<file path="src/hw/rtl/gkph_pkg.sv">
// Shared constants, types and command/status structs for the gapped k-mer hasher.
package gkph_pkg;

  localparam int SYM_W     = 6;
  localparam int POS_W     = 20;
  localparam int HASH_W    = 30;
  localparam int MAX_ELEM  = 8;
  localparam int WIN_DEPTH = 128;
  localparam int ADDR_W    = $clog2(WIN_DEPTH);
  localparam int FILL_W    = $clog2(WIN_DEPTH + 1);
  localparam int GAP_W     = 4;
  localparam int NGAPS     = MAX_ELEM - 1;
  localparam int ELEM_W    = $clog2(MAX_ELEM) + 1;
  localparam int IDX_W     = $clog2(MAX_ELEM);
  localparam int SPAN_W    = $clog2(1 + NGAPS * ((1 << GAP_W))) + 1;

  localparam int CFG_DATA_W = 64;
  localparam int CFG_IDX_W  = 2;

  // Configuration register indexes.
  localparam logic [CFG_IDX_W-1:0] REG_ELEMENT_COUNT = 2'd0;
  localparam logic [CFG_IDX_W-1:0] REG_GAP_LENGTHS   = 2'd1;
  localparam logic [CFG_IDX_W-1:0] REG_ALLOWED_MASK  = 2'd2;
  localparam logic [CFG_IDX_W-1:0] REG_POSITIONAL    = 2'd3;

  // Hash arithmetic.
  localparam longint unsigned HASH_BASE = 64'd233;
  localparam longint unsigned HASH_MOD  = 64'd1000000033;
  localparam int X_W         = 38;  // h * 233 + symbol
  localparam int R_W         = 32;  // partial remainder, below three times the modulus
  localparam int HI_SHIFT    = 14;  // low hash bits dropped for the quotient estimate
  localparam int HI_W        = HASH_W - HI_SHIFT;
  localparam int QUOT_SHIFT  = 24;
  localparam int Q_W         = 8;
  localparam longint unsigned QUOT_MUL_FULL =
    (HASH_BASE << (HI_SHIFT + QUOT_SHIFT)) / HASH_MOD;
  localparam logic [HI_W-1:0] QUOT_MUL = HI_W'(QUOT_MUL_FULL);

  typedef enum logic [2:0] {
    ST_IDLE,
    ST_LOAD,
    ST_MUL,
    ST_RED,
    ST_COR,
    ST_DONE
  } gkph_state_t;

  typedef struct packed {
    logic accept;
    logic step_mul;
    logic step_red;
    logic step_cor;
    logic load_out;
  } gkph_cmd_t;

  typedef struct packed {
    logic hit;
    logic last;
    logic ok;
    logic slot_free;
  } gkph_status_t;

endpackage

</file>
<file path="src/hw/rtl/gkph_if.sv">
// Valid/ready channel interfaces for the symbol input and the hash output.
interface gkph_sym_if;
  import gkph_pkg::*;
  logic             valid;
  logic             ready;
  logic [SYM_W-1:0] symbol;
  logic             first;

  modport source (output valid, output symbol, output first, input ready);
  modport sink (input valid, input symbol, input first, output ready);
endinterface

interface gkph_hash_if;
  import gkph_pkg::*;
  logic              valid;
  logic              ready;
  logic [HASH_W-1:0] window_hash;
  logic [POS_W-1:0]  start_position;

  modport source (output valid, output window_hash, output start_position, input ready);
  modport sink (input valid, input window_hash, input start_position, output ready);
endinterface

</file>
<file path="src/hw/rtl/gapped_kmer_polynomial_hasher_core.sv">
// Gapped k-mer polynomial hasher: one symbol per input transfer, at most one hash per symbol.
//
// Each accepted symbol is written into a 128-entry ring store; once the current sequence holds
// a full gapped window (element_count symbols, separated by the configured gaps), the chosen
// symbols are read back one at a time and folded into a Horner hash with base 233 modulo
// 1000000033, seeded with the window start position when positional mode is set. If every
// chosen symbol is allowed by allowed_mask, one result transfer carries the hash and the start
// position. A symbol that completes no window is accepted without leaving the idle state. A
// symbol that does complete one is accepted, waits in a load state for the first read of the
// ring store, then runs the shared multiply, reciprocal-based reduction and final correction
// states for each element in turn, and ends in a done state that hands the result to the output
// register. If the previous result is still waiting in the output register, the done state is
// held until the register is taken. The per-element multiply, reduction and correction loop sets
// the rate. The output register lets the next symbol be accepted while a finished result still
// waits to be taken. The ring store needs no clearing after reset, since only symbols of the
// current sequence are read. Configuration registers are written through a plain write port and
// should only change while the block is idle.
module gapped_kmer_polynomial_hasher_core
  import gkph_pkg::*;
(
  input  logic                  clk,
  input  logic                  rst,
  gkph_sym_if.sink              sym_in,
  gkph_hash_if.source           hash_out,
  input  logic                  cfg_we,
  input  logic [CFG_IDX_W-1:0]  cfg_index,
  input  logic [CFG_DATA_W-1:0] cfg_data
);

  // Command and status between the sequencer and the datapath.
  gkph_cmd_t    cmd;
  gkph_status_t status;

  // The sequencer owns the input handshake; the datapath owns the output register.
  gkph_ctrl u_ctrl (
    .clk      (clk),
    .rst      (rst),
    .in_valid (sym_in.valid),
    .in_ready (sym_in.ready),
    .status   (status),
    .cmd      (cmd)
  );

  gkph_datapath u_datapath (
    .clk            (clk),
    .rst            (rst),
    .cfg_we         (cfg_we),
    .cfg_index      (cfg_index),
    .cfg_data       (cfg_data),
    .symbol         (sym_in.symbol),
    .first          (sym_in.first),
    .cmd            (cmd),
    .status         (status),
    .out_valid      (hash_out.valid),
    .out_ready      (hash_out.ready),
    .window_hash    (hash_out.window_hash),
    .start_position (hash_out.start_position)
  );

endmodule

</file>
<file path="src/hw/rtl/gkph_ram.sv">
// Generic single-write, single-read RAM with registered read data.
module gkph_ram #(
  parameter int WIDTH = 8,
  parameter int DEPTH = 16
) (
  input  logic                     clk,
  input  logic                     we,
  input  logic [$clog2(DEPTH)-1:0] waddr,
  input  logic [WIDTH-1:0]         wdata,
  input  logic [$clog2(DEPTH)-1:0] raddr,
  output logic [WIDTH-1:0]         rdata
);

  logic [WIDTH-1:0] mem [DEPTH];

  always_ff @(posedge clk) begin
    if (we) begin
      mem[waddr] <= wdata;
    end
    rdata <= mem[raddr];
  end

endmodule

</file>
<file path="src/hw/rtl/gkph_ctrl.sv">
// Sequencer for the gapped k-mer hasher: admits symbols and steps the hash loop.
module gkph_ctrl
  import gkph_pkg::*;
(
  input  logic         clk,
  input  logic         rst,
  input  logic         in_valid,
  output logic         in_ready,
  input  gkph_status_t status,
  output gkph_cmd_t    cmd
);

  gkph_state_t state, state_next;

  always_ff @(posedge clk) begin
    if (rst) begin
      state <= ST_IDLE;
    end else begin
      state <= state_next;
    end
  end

  always_comb begin
    state_next = state;
    unique case (state)
      ST_IDLE: begin
        if (in_valid && status.hit) begin
          state_next = ST_LOAD;
        end
      end
      ST_LOAD: state_next = ST_MUL;
      ST_MUL:  state_next = ST_RED;
      ST_RED:  state_next = ST_COR;
      ST_COR: begin
        state_next = status.last ? ST_DONE : ST_MUL;
      end
      ST_DONE: begin
        if (!status.ok || status.slot_free) begin
          state_next = ST_IDLE;
        end
      end
      default: state_next = ST_IDLE;
    endcase
  end

  always_comb begin
    in_ready = 1'b0;
    cmd      = '0;
    unique case (state)
      ST_IDLE: begin
        in_ready   = 1'b1;
        cmd.accept = in_valid;
      end
      ST_LOAD: ;
      ST_MUL:  cmd.step_mul = 1'b1;
      ST_RED:  cmd.step_red = 1'b1;
      ST_COR:  cmd.step_cor = 1'b1;
      ST_DONE: cmd.load_out = status.ok && status.slot_free;
      default: ;
    endcase
  end

  a_load_after_accept: assert property (@(posedge clk) disable iff (rst)
    (state == ST_LOAD) |-> $past(cmd.accept) && $past(status.hit))
    else $error("hash loop started without an accepted symbol completing a window");

  a_mul_entry: assert property (@(posedge clk) disable iff (rst)
    (state == ST_MUL) |-> ($past(state) == ST_LOAD || $past(state) == ST_COR))
    else $error("multiply step entered out of sequence");

endmodule

</file>
<file path="src/hw/rtl/gkph_datapath.sv">
// Datapath: configuration, ring store, position tracking and the modular Horner step.
module gkph_datapath
  import gkph_pkg::*;
(
  input  logic                  clk,
  input  logic                  rst,
  input  logic                  cfg_we,
  input  logic [CFG_IDX_W-1:0]  cfg_index,
  input  logic [CFG_DATA_W-1:0] cfg_data,
  input  logic [SYM_W-1:0]      symbol,
  input  logic                  first,
  input  gkph_cmd_t             cmd,
  output gkph_status_t          status,
  output logic                  out_valid,
  input  logic                  out_ready,
  output logic [HASH_W-1:0]     window_hash,
  output logic [POS_W-1:0]      start_position
);

  // Configuration registers.
  logic [ELEM_W-1:0]        element_count;
  logic [NGAPS*GAP_W-1:0]   gap_lengths;
  logic [(1<<SYM_W)-1:0]    allowed_mask;
  logic                     positional;

  // Sequence tracking.
  logic [POS_W-1:0]  symbol_count;
  logic [ADDR_W-1:0] wr_ptr;
  logic [FILL_W-1:0] fill_level;

  // Hash loop.
  logic [ADDR_W-1:0] rd_addr;
  logic [IDX_W-1:0]  elem_idx;
  logic [HASH_W-1:0] h;
  logic [X_W-1:0]    x;
  logic [Q_W-1:0]    q;
  logic [R_W-1:0]    r;
  logic              ok;
  logic [POS_W-1:0]  start_pos;
  logic [SYM_W-1:0]  rdata;

  logic [ELEM_W-1:0] k_eff;
  logic [SPAN_W-1:0] span;
  logic [SPAN_W-1:0] span_m1;
  logic [POS_W-1:0]  cnt_base;
  logic [FILL_W-1:0] fill_base;
  logic [FILL_W-1:0] fill_new;
  logic [POS_W-1:0]  start_pos_new;
  logic [ADDR_W-1:0] start_ring;
  logic [GAP_W-1:0]  cur_gap;
  logic [2*HI_W-1:0] q_prod;
  logic [R_W-1:0]    r_fixed;

  function automatic logic [GAP_W-1:0] gap_at(input logic [NGAPS*GAP_W-1:0] gaps,
                                              input logic [IDX_W-1:0] idx);
    logic [GAP_W-1:0] g;
    g = '0;
    for (int i = 0; i < NGAPS; i++) begin
      if (idx == IDX_W'(i)) begin
        g = gaps[i*GAP_W +: GAP_W];
      end
    end
    return g;
  endfunction

  gkph_ram #(
    .WIDTH (SYM_W),
    .DEPTH (WIN_DEPTH)
  ) u_window (
    .clk   (clk),
    .we    (cmd.accept),
    .waddr (wr_ptr),
    .wdata (symbol),
    .raddr (rd_addr),
    .rdata (rdata)
  );

  always_comb begin
    if (element_count == '0) begin
      k_eff = ELEM_W'(1);
    end else if (element_count > ELEM_W'(MAX_ELEM)) begin
      k_eff = ELEM_W'(MAX_ELEM);
    end else begin
      k_eff = element_count;
    end
    span = SPAN_W'(1);
    for (int i = 0; i < NGAPS; i++) begin
      if (ELEM_W'(i + 1) < k_eff) begin
        span = span + SPAN_W'(gap_lengths[i*GAP_W +: GAP_W]) + SPAN_W'(1);
      end
    end
    span_m1 = span - SPAN_W'(1);
  end

  always_comb begin
    cnt_base  = first ? '0 : symbol_count;
    fill_base = first ? '0 : fill_level;
    fill_new  = (fill_base < FILL_W'(WIN_DEPTH)) ? fill_base + FILL_W'(1) : fill_base;
    start_pos_new = cnt_base - POS_W'(span_m1);
    start_ring    = wr_ptr - ADDR_W'(span_m1);
    cur_gap       = gap_at(gap_lengths, elem_idx);
    q_prod        = (2*HI_W)'(h[HASH_W-1:HI_SHIFT]) * (2*HI_W)'(QUOT_MUL);
    if (r >= R_W'(2 * HASH_MOD)) begin
      r_fixed = r - R_W'(2 * HASH_MOD);
    end else if (r >= R_W'(HASH_MOD)) begin
      r_fixed = r - R_W'(HASH_MOD);
    end else begin
      r_fixed = r;
    end
  end

  always_comb begin
    status.hit       = (span <= SPAN_W'(WIN_DEPTH)) &&
                       (FILL_W'(32'(fill_new)) >= FILL_W'(span));
    status.last      = (ELEM_W'(elem_idx) == k_eff - ELEM_W'(1));
    status.ok        = ok;
    status.slot_free = !out_valid || out_ready;
  end

  always_ff @(posedge clk) begin
    if (rst) begin
      element_count <= ELEM_W'(2);
      gap_lengths   <= '0;
      allowed_mask  <= '1;
      positional    <= 1'b0;
    end else if (cfg_we) begin
      unique case (cfg_index)
        REG_ELEMENT_COUNT: element_count <= cfg_data[ELEM_W-1:0];
        REG_GAP_LENGTHS:   gap_lengths   <= cfg_data[NGAPS*GAP_W-1:0];
        REG_ALLOWED_MASK:  allowed_mask  <= cfg_data[(1<<SYM_W)-1:0];
        REG_POSITIONAL:    positional    <= cfg_data[0];
        default: ;
      endcase
    end
  end

  always_ff @(posedge clk) begin
    if (rst) begin
      symbol_count <= '0;
      wr_ptr       <= '0;
      fill_level   <= '0;
    end else if (cmd.accept) begin
      symbol_count <= cnt_base + POS_W'(1);
      wr_ptr       <= wr_ptr + ADDR_W'(1);
      fill_level   <= fill_new;
    end
  end

  always_ff @(posedge clk) begin
    if (cmd.accept) begin
      h         <= positional ? HASH_W'(start_pos_new) : '0;
      rd_addr   <= start_ring;
      elem_idx  <= '0;
      ok        <= 1'b1;
      start_pos <= start_pos_new;
    end
    if (cmd.step_mul) begin
      ok      <= ok && allowed_mask[rdata];
      x       <= X_W'(h) * X_W'(HASH_BASE) + X_W'(rdata);
      q       <= q_prod[QUOT_SHIFT +: Q_W];
      rd_addr <= rd_addr + ADDR_W'(cur_gap) + ADDR_W'(1);
    end
    if (cmd.step_red) begin
      r <= R_W'(x - X_W'(q) * X_W'(HASH_MOD));
    end
    if (cmd.step_cor) begin
      h        <= r_fixed[HASH_W-1:0];
      elem_idx <= elem_idx + IDX_W'(1);
    end
  end

  always_ff @(posedge clk) begin
    if (rst) begin
      out_valid <= 1'b0;
    end else if (cmd.load_out) begin
      out_valid <= 1'b1;
    end else if (out_ready) begin
      out_valid <= 1'b0;
    end
  end

  always_ff @(posedge clk) begin
    if (cmd.load_out) begin
      window_hash    <= h;
      start_position <= start_pos;
    end
  end

  a_partial_rem: assert property (@(posedge clk) disable iff (rst)
    cmd.step_cor |-> (r < R_W'(3 * HASH_MOD)))
    else $error("quotient estimate left the remainder three or more moduli high");

  a_hash_reduced: assert property (@(posedge clk) disable iff (rst)
    cmd.step_cor |=> (h < HASH_W'(HASH_MOD)))
    else $error("hash register holds an unreduced value");

  a_load_sets_valid: assert property (@(posedge clk) disable iff (rst)
    cmd.load_out |=> out_valid && (window_hash == $past(h)))
    else $error("finished hash not presented on the output register");

endmodule
</file>
<file path="src/flat_wrapper.sv">
// flat-port wrapper written by rule: the top's interface ports become plain ports
module gapped_kmer_polynomial_hasher_core_flat import gkph_pkg::*;
  (clk, rst, cfg_we, cfg_index, cfg_data, sym_in_valid, sym_in_symbol, sym_in_first, sym_in_ready, hash_out_valid, hash_out_window_hash, hash_out_start_position, hash_out_ready);
  gkph_sym_if sym_in_i ();
  gkph_hash_if hash_out_i ();
  input  logic clk;
  input  logic rst;
  input  logic cfg_we;
  input  logic [CFG_IDX_W-1:0] cfg_index;
  input  logic [CFG_DATA_W-1:0] cfg_data;
  input wire logic [$bits(sym_in_i.valid)-1:0] sym_in_valid;
  input wire logic [$bits(sym_in_i.symbol)-1:0] sym_in_symbol;
  input wire logic [$bits(sym_in_i.first)-1:0] sym_in_first;
  output wire logic [$bits(sym_in_i.ready)-1:0] sym_in_ready;
  output wire logic [$bits(hash_out_i.valid)-1:0] hash_out_valid;
  output wire logic [$bits(hash_out_i.window_hash)-1:0] hash_out_window_hash;
  output wire logic [$bits(hash_out_i.start_position)-1:0] hash_out_start_position;
  input wire logic [$bits(hash_out_i.ready)-1:0] hash_out_ready;
  assign sym_in_i.valid = sym_in_valid;
  assign sym_in_i.symbol = sym_in_symbol;
  assign sym_in_i.first = sym_in_first;
  assign sym_in_ready = sym_in_i.ready;
  assign hash_out_valid = hash_out_i.valid;
  assign hash_out_window_hash = hash_out_i.window_hash;
  assign hash_out_start_position = hash_out_i.start_position;
  assign hash_out_i.ready = hash_out_ready;
  gapped_kmer_polynomial_hasher_core u_core (.clk(clk), .rst(rst), .sym_in(sym_in_i), .hash_out(hash_out_i), .cfg_we(cfg_we), .cfg_index(cfg_index), .cfg_data(cfg_data));
endmodule
</file>
<file path="config.mk">
export PLATFORM = sky130hd
export DESIGN_NAME = gapped_kmer_polynomial_hasher_core_flat
export DESIGN_NICKNAME = d
export VERILOG_FILES = /design/src/hw/rtl/gkph_pkg.sv /design/src/hw/rtl/gkph_if.sv /design/src/hw/rtl/gapped_kmer_polynomial_hasher_core.sv /design/src/hw/rtl/gkph_ram.sv /design/src/hw/rtl/gkph_ctrl.sv /design/src/hw/rtl/gkph_datapath.sv /design/src/flat_wrapper.sv
export SDC_FILE = /design/constraint.sdc
export NUM_CORES = 2
export LEC_CHECK = 0
export ABC_AREA = 1
export ABC_CLOCK_PERIOD_IN_PS = 11100
export BUFFER_PORTS_ARGS = -buffer_cell sky130_fd_sc_hd__buf_4
export CAP_MARGIN = 0
export CORE_ASPECT_RATIO = 0.5
export CORE_MARGIN = 5
export CORE_UTILIZATION = 45
export CTS_BUF_LIST = sky130_fd_sc_hd__clkbuf_16
export CTS_CLUSTER_DIAMETER = 30
export DETAILED_ROUTE_END_ITERATION = 10
export HOLD_SLACK_MARGIN = 0.05
export PLACE_DENSITY = 0.71
export RECOVER_POWER = 50
export SLEW_MARGIN = 20
export SYNTH_ARGS = -nofsm -noshare
export SYNTH_HDL_FRONTEND = slang
export SYNTH_SLANG_ARGS = --single-unit
</file>
<file path="constraint.sdc">
create_clock -name clk -period 11.1 [get_ports clk]
set_input_delay 2.22 -clock clk [delete_from_list [all_inputs] [get_ports clk]]
set_output_delay 2.22 -clock clk [all_outputs]
set_load 0.05 [all_outputs]
</file>
---- After elaboration in Yosys (flattened, before gate mapping) ----
Memories as Yosys holds them, arrays and structs flattened. A register that Yosys moved wholly into a read port is not among the register bits.
Index checks and enable logic that the tools add are counted.
word-level totals
  register bits after elaboration ......... 319
  bits in latches ......................... 0
  bits in writable memories ............... 768
  memory bits (read-only) ................. 0
  input bits .............................. 78
  output and inout port bits .............. 52
  memories kept ........................... 1
cells by class
  add/sub/neg operators ................... 28
  $mul .................................... 3
  div/mod/pow operators ................... 0
  magnitude comparators ................... 14
  equality and inequality tests ........... 17
  shifts and indexed selects .............. 0
  mux-type cells .......................... 46
  bitwise gates (word level) .............. 0
  reductions and logical operators ........ 20
memory list
  memory                          words  width  read ports  clocked after Yosys merged registers in  write ports  line            source
  u_core.u_datapath.u_window.mem  128    6      1           1                                        1            gkph_ram.sv:14  logic [WIDTH-1:0] mem [DEPTH];
operator list
  kind                                                                                    number
  30-bit 2-to-1 mux                                                                       4
  8-bit 2-to-1 mux                                                                        8
  30-bit subtractor (second input constant)                                               2
  8-bit by 1-bit adder with 8-bit output (second input constant)                          7
  8-bit by 4-bit adder with 8-bit output                                                  6
  20-bit 2-to-1 mux                                                                       2
  4-bit 2-to-1 mux                                                                        9
  32-bit by 6-bit adder with 32-bit output                                                1
  32-bit by 30-bit greater-or-equal comparator with 1-bit output (second input constant)  1
  32-bit by 31-bit greater-or-equal comparator with 1-bit output (second input constant)  1
  30-bit by 8-bit multiplier with 32-bit output (second input constant)                   1
  8-bit by 30-bit multiplier with 32-bit output (second input constant)                   1
  32-bit subtractor                                                                       1
  16-bit by 15-bit multiplier with 31-bit output (second input constant)                  1
  20-bit by 1-bit adder with 20-bit output (second input constant)                        1
  20-bit by 8-bit subtractor with 20-bit output                                           1
  3-bit case mux with 6 select lines                                                      1
  3-bit by 4-bit less-than comparator with 1-bit output (first input constant)            4
  3-bit equality test (second input constant)                                             5
  3-bit 2-to-1 mux                                                                        5
  7-bit by 1-bit adder with 7-bit output (second input constant)                          2
  7-bit 2-to-1 mux                                                                        2
  1-bit 2-to-1 mux                                                                        13
  3-bit by 2-bit equality test with 1-bit output (second input constant)                  4
  29 further kinds                                                                        45

---- Longest topological paths before layout ----
  depth after elaboration ................. 28
  gate-level depth with buffers ........... 58

---- By module ----
Synthesis repeated with hierarchy kept, for this count alone.
second synthesis, totals
  cells, all modules ...................... 6073
  area, all modules ....................... 60779.5 um^2
modules (own cells, without submodules)
  module         instances  cells each  area an instance (um^2)  sequential area each (um^2)
  gkph_ram       1          2730        31849.3                  23182.2
  gkph_datapath  1          3306        28717.5                  8157.8
  gkph_ctrl      1          37          212.7                    60.1

---- Least setup slack after synthesis ----
Ideal clock, no wire load.
  path type ............................... register to register
  start point ............................. reg u_core.u_datapath.element_count[3]
  end point ............................... reg u_core.u_datapath.h[19] (data pin)
  library setup time ...................... 258 ps
  arrival ................................. 7843 ps
  data required time ...................... 10842 ps
  path slack .............................. 2998 ps
  stages on the path, launching flop included .. 42
  path buffers ............................ 2
  period minus slack after synthesis ...... 8102 ps
  cell sequence ........................... dfxtp_1 -> buf_6 -> inv_1 -> buf_2 -> nand2_1 -> inv_1 -> ha_1 -> inv_1 -> nor2_1 -> nor2_1 -> ha_1 -> fa_1 -> o21ai_0 -> fa_1 -> nand2_1 -> nand2_1 -> fa_1 -> nor2_1 -> [6 not listed] -> nand2_1 -> fa_1 -> o21ai_0 -> ha_1 -> xor2_1 -> ha_1 -> a21oi_1 -> o21ai_0 -> a21oi_1 -> o21bai_1 -> nand3_1 -> nand2_1 -> a21oi_1 -> nand3_1 -> nor2_1 -> xnor2_1 -> nand2_1 -> nand2_1
between the ends
  longest elaborated chain between the ends .. 28
  elaborated cells between the ends (all ways) .. 35
ends and longest elaborated chain
  element                                                line                  source
  from (decl)                                            gkph_datapath.sv:21   logic [ELEM_W-1:0] element_count;
  from (signal assigned)                                 gkph_datapath.sv:128  REG_ELEMENT_COUNT: element_count <= cfg_data[ELEM_W-1:0];
  4-bit > comparator                                     gkph_datapath.sv:81   end else if (element_count > ELEM_W'(MAX_ELEM)) begin
  4-bit 2-to-1 mux                                       gkph_datapath.sv:81
  4-bit 2-to-1 mux (*)                                   gkph_datapath.sv:79   if (element_count == '0) begin
  1-bit by 4-bit less-than comparator with 1-bit output  gkph_datapath.sv:88   if (ELEM_W'(i + 1) < k_eff) begin
  6-bit 2-to-1 mux                                       gkph_datapath.sv:88
  8-bit by 4-bit adder with 8-bit output                 gkph_datapath.sv:89   span = span + SPAN_W'(gap_lengths[i*GAP_W +: GAP_W]) + SPAN_W'(1);
  8-bit by 1-bit adder with 8-bit output                 gkph_datapath.sv:89
  8-bit 2-to-1 mux                                       gkph_datapath.sv:88
  [13 not listed]                                        n/a
  8-bit by 1-bit adder with 8-bit output                 gkph_datapath.sv:89
  8-bit 2-to-1 mux (*)                                   gkph_datapath.sv:88
  8-bit by 1-bit subtractor with 8-bit output (*)        gkph_datapath.sv:92   span_m1 = span - SPAN_W'(1);
  20-bit by 8-bit subtractor with 20-bit output (*)      gkph_datapath.sv:99   start_pos_new = cnt_base - POS_W'(span_m1);
  via u_core.u_datapath.start_pos_new[19]                gkph_datapath.sv:48   logic [POS_W-1:0] start_pos_new;
  20-bit 2-to-1 mux (*)                                  gkph_datapath.sv:151  h <= positional ? HASH_W'(start_pos_new) : '0;
  30-bit 2-to-1 mux (*)                                  gkph_datapath.sv:150  if (cmd.accept) begin
  30-bit 2-to-1 mux (*)                                  gkph_datapath.sv:166  if (cmd.step_cor) begin
  to (signal assigned)                                   gkph_datapath.sv:151
  to (signal assigned)                                   gkph_datapath.sv:167  h <= r_fixed[HASH_W-1:0];
  to (decl)                                              gkph_datapath.sv:34   logic [HASH_W-1:0] h;
Mark *: on every way through the listed nets, which the timed path passes. The rest lies on a longest branch. The select of a mux whose other input is x is not followed.
A chain may end at the register's enable or synchronous reset.

---- Final worst setup path ----
Same ends and word-level chain as after synthesis.

==> key figures <==
Outcome
  – Status: complete, but fails checks
  – Failing checks: max-capacitance violations, max-slew violations

Floorplanning
  – Die width: 522 um
  – Top Ports: 130
  – Core area: between 100000 and 150000 um2
  – Die area: 139000 um2
  – Row cnt: 93
  – Starting Density: a little under half
  – Die span in y: 266 um

Placement
  – DP Cell Count: slightly above 7000
  – Final GP Congestion: just over 0.9
  – Port-buffer cells: between 100 and 150
  – Placed Area: 61600 um2
  – Final HPWL DP: 102000 um

Synth
  – Primary FF master, synth: edfxtp_1
  – Yosys top cell by area: edfxtp_1
  – Mean Syn Cell Area: 10.6 um2
  – Top cells by area, synth: edfxtp_1 (48%), ha_1 (7.9%), fa_1 (7.7%)
  – Number of synthesized register bits: 1093
  – Mapped Nets: roughly 6200
  – Synthesized area: 58900 um2
  – Register area share after synthesis: 53.3%
  – Synthesized netlist cell count: 5565
  – Share of the synthesized area in the top cell type: between 40 and 50%
  – EDFF count, synth: ~950
  – Post-synth cell types: 61
  – Asr flop ratio synth: 0%
  – Synth warnings: 0

Cells and area
  – Finished Layout Cells: 7527
  – Most frequent cells in the layout: edfxtp_1 (951), nor2_1 (808), o21ai_0 (608)
  – Fillcell total: 11200
  – Commonest non-fill, non-tap cell in the layout: edfxtp_1
  – Synthesis-to-finish area growth: 13.1%
  – Share of layout cells above drive strength 1: 8.09%
  – Nets: 6323
  – Ant. Diodes: 0
  – Final design instance area without fill: 66600 um2

Timing
  – Worst clock skew: 0.0554 ns
  – Min Tclk post-route: between 9 and 10 ns
  – Setup TNS: 0 ns
  – Min Hold Slack: 0.429 ns
  – Final setup vio count: 0
  – Period Utilization, post-route: 87.1%
  – Slew HR: -182%
  – Final slew viol count: between 1000 and 1500
  – Least-Margin Pin Slew: between 4 and 5 ns
  – RSZ-0062 raised after global routing: no
  – Final Hold Fails: 0
  – F_max: 0.103 GHz

Clock tree
  – Clock Root Buffer: clkbuf_16
  – Hold Buf Count CTS: 0
  – PostCTS Resize Cnt: 0
  – CTS tree: built
  – Sink Count: around 1100
  – Worst-path clk slew: 0.06 ns
  – Inserted Clock Buffers: 142
  – Clock H-tree levels: 4
  – Latest clock arrival within the worst-skew pair: between 0.7 and 0.8 ns
  – Buffers inserted by post-CTS timing repair: 0
  – Clock Path Buffers: 3

Worst setup path
  – Worst-path maximum fanout: 12
  – R2R Setup Slk: roughly 1.4 ns
  – CP required: 11.59 ns
  – Arrival time at the worst endpoint: 10.16 ns
  – Worst setup EP type: register
  – Crit path top cell by count: nand2_1
  – CP Launch Type: register
  – CP Class: register to register
  – Critical path's slowest cell: o21ai_0
  – CP max stage delay: around 0.55 ns

GRT
  – Number of global-route vias before repair: 41900
  – Global route overflow: 0
  – First-pass GRT wire length: 240000 um
  – GRT Util Overall: a little over a fifth
  – Largest net degree at the start of global routing: approximately 170
  – Initial antenna violation count: 2

Detailed routing
  – Antenna-violating nets left: 0
  – Iteration-0 DRC count of the detailed router: 4654
  – Drc violations: 0
  – Drt first pass iters: 6
  – Number of vias per cell: around 5.7
  – Total Wirelength: 154000 um
  – Routed WL per cell: around 20 um
  – Via count: roughly 43000

Run
  – Max Cap Viol: 19

Min path
  – Min-Delay Path Class: register to register
registers in the layout (all words and copies together) (netlist names), 7 cells and up:
name and cells:
u_core.u_datapath.start_position 20, u_core.u_datapath.window_hash 30, u_core.u_datapath.allowed_mask 64, u_core.u_datapath.u_window.mem 768
u_core.u_datapath.gap_lengths 28, u_core.u_datapath.fill_level 8, u_core.u_datapath.wr_ptr 7, u_core.u_datapath.q 8
u_core.u_datapath.symbol_count 20, u_core.u_datapath.r 32, u_core.u_datapath.rd_addr 7, u_core.u_datapath.h 30
u_core.u_datapath.start_pos 20, u_core.u_datapath.x 32
cell type report:
cell class | count | area [um2] | share of cell area, %
timing repair buffer | 175 | 1230 | 1.85
sequential | 1093 | 31400 | 47.1
tap | 1757 | 2200 | 3.30
clock inverter | 123 | 1560 | 2.35
inverter | 590 | 2230 | 3.34
multi-input combinational | 3646 | 24400 | 36.7
clock buffer | 143 | 3580 | 5.37
worst paths after layout:
kind                                              startpoint                                            end  cells past startpoint
max reg2reg  u_core.u_datapath.element_count[3]$_SDFFE_PP0P_              u_core.u_datapath.h[19]$_DFFE_PP_                     39
min                 u_core.u_datapath.start_pos[0]$_DFFE_PP_  u_core.u_datapath.start_position[0]$_DFFE_PP_                      0
max          u_core.u_datapath.element_count[3]$_SDFFE_PP0P_              u_core.u_datapath.h[19]$_DFFE_PP_                     39
min reg2reg         u_core.u_datapath.start_pos[0]$_DFFE_PP_  u_core.u_datapath.start_position[0]$_DFFE_PP_                      0
worst max-delay path, delay by kind of cell (launching register included):
family                     cells  cell delay [ns]
DFF                            1             0.45
and+or+nand+nor               16             1.81
xor gates and xnor gates       2             0.39
adders and majority gates     10             4.00
buffers and inverters          3             0.57
AOI/OAI and AO/OA              8             2.16
layer usage:
metal | vias up | wire (um) | GRT usage, %
met5 | - | 53 | 0
met2 | 1830 | 72800 | 35.7
met3 | 303 | 11900 | 3.93
li1 | 19700 | - | -
met1 | 20800 | 64600 | 29.6
met4 | 2 | 4810 | 7.43
metrics by stage:
stage | worst slack [ns] | utilization (%)
2_1_floorplan | 3.00 | -
3_3_place_gp | 1.69 | 47.6
3_5_place_dp | 1.41 | 47.6
4_1_cts | 1.41 | 51.6
5_1_grt | 0.726 | 51.5
6_report | 1.43 | 51.5
synth_stat cells, drive strengths merged, types with 142 or more instances:
| master | n |
|---|---|
| a21oi | 234 |
| clkbuf | 224 |
| dfxtp | 142 |
| edfxtp | 951 |
| fa | 227 |
| ha | 370 |
| inv | 583 |
| nand2 | 578 |
| nand3 | 232 |
| nor2 | 812 |
| o21ai | 629 |
| o221ai | 153 |
kinds of logic (layout without fill, tap and decap cells):
family / after synthesis / count (layout) / synth area share, %
AO/OA/AOI/OAI: 1216 / 1216 / 12.1
multiplexers: 1 / 1 / 0.0170
XOR/XNOR: 120 / 120 / 1.78
AND/OR/NAND/NOR: 1712 / 1712 / 12.0
buffers and inverters: 826 / 1031 / 5.29
flip-flops: 1093 / 1093 / 53.3
adder cells (fa/ha/maj): 597 / 597 / 15.6
Power is not shown: default switching activity piles up to over one toggle a cycle in this logic, so the estimate is an artifact.
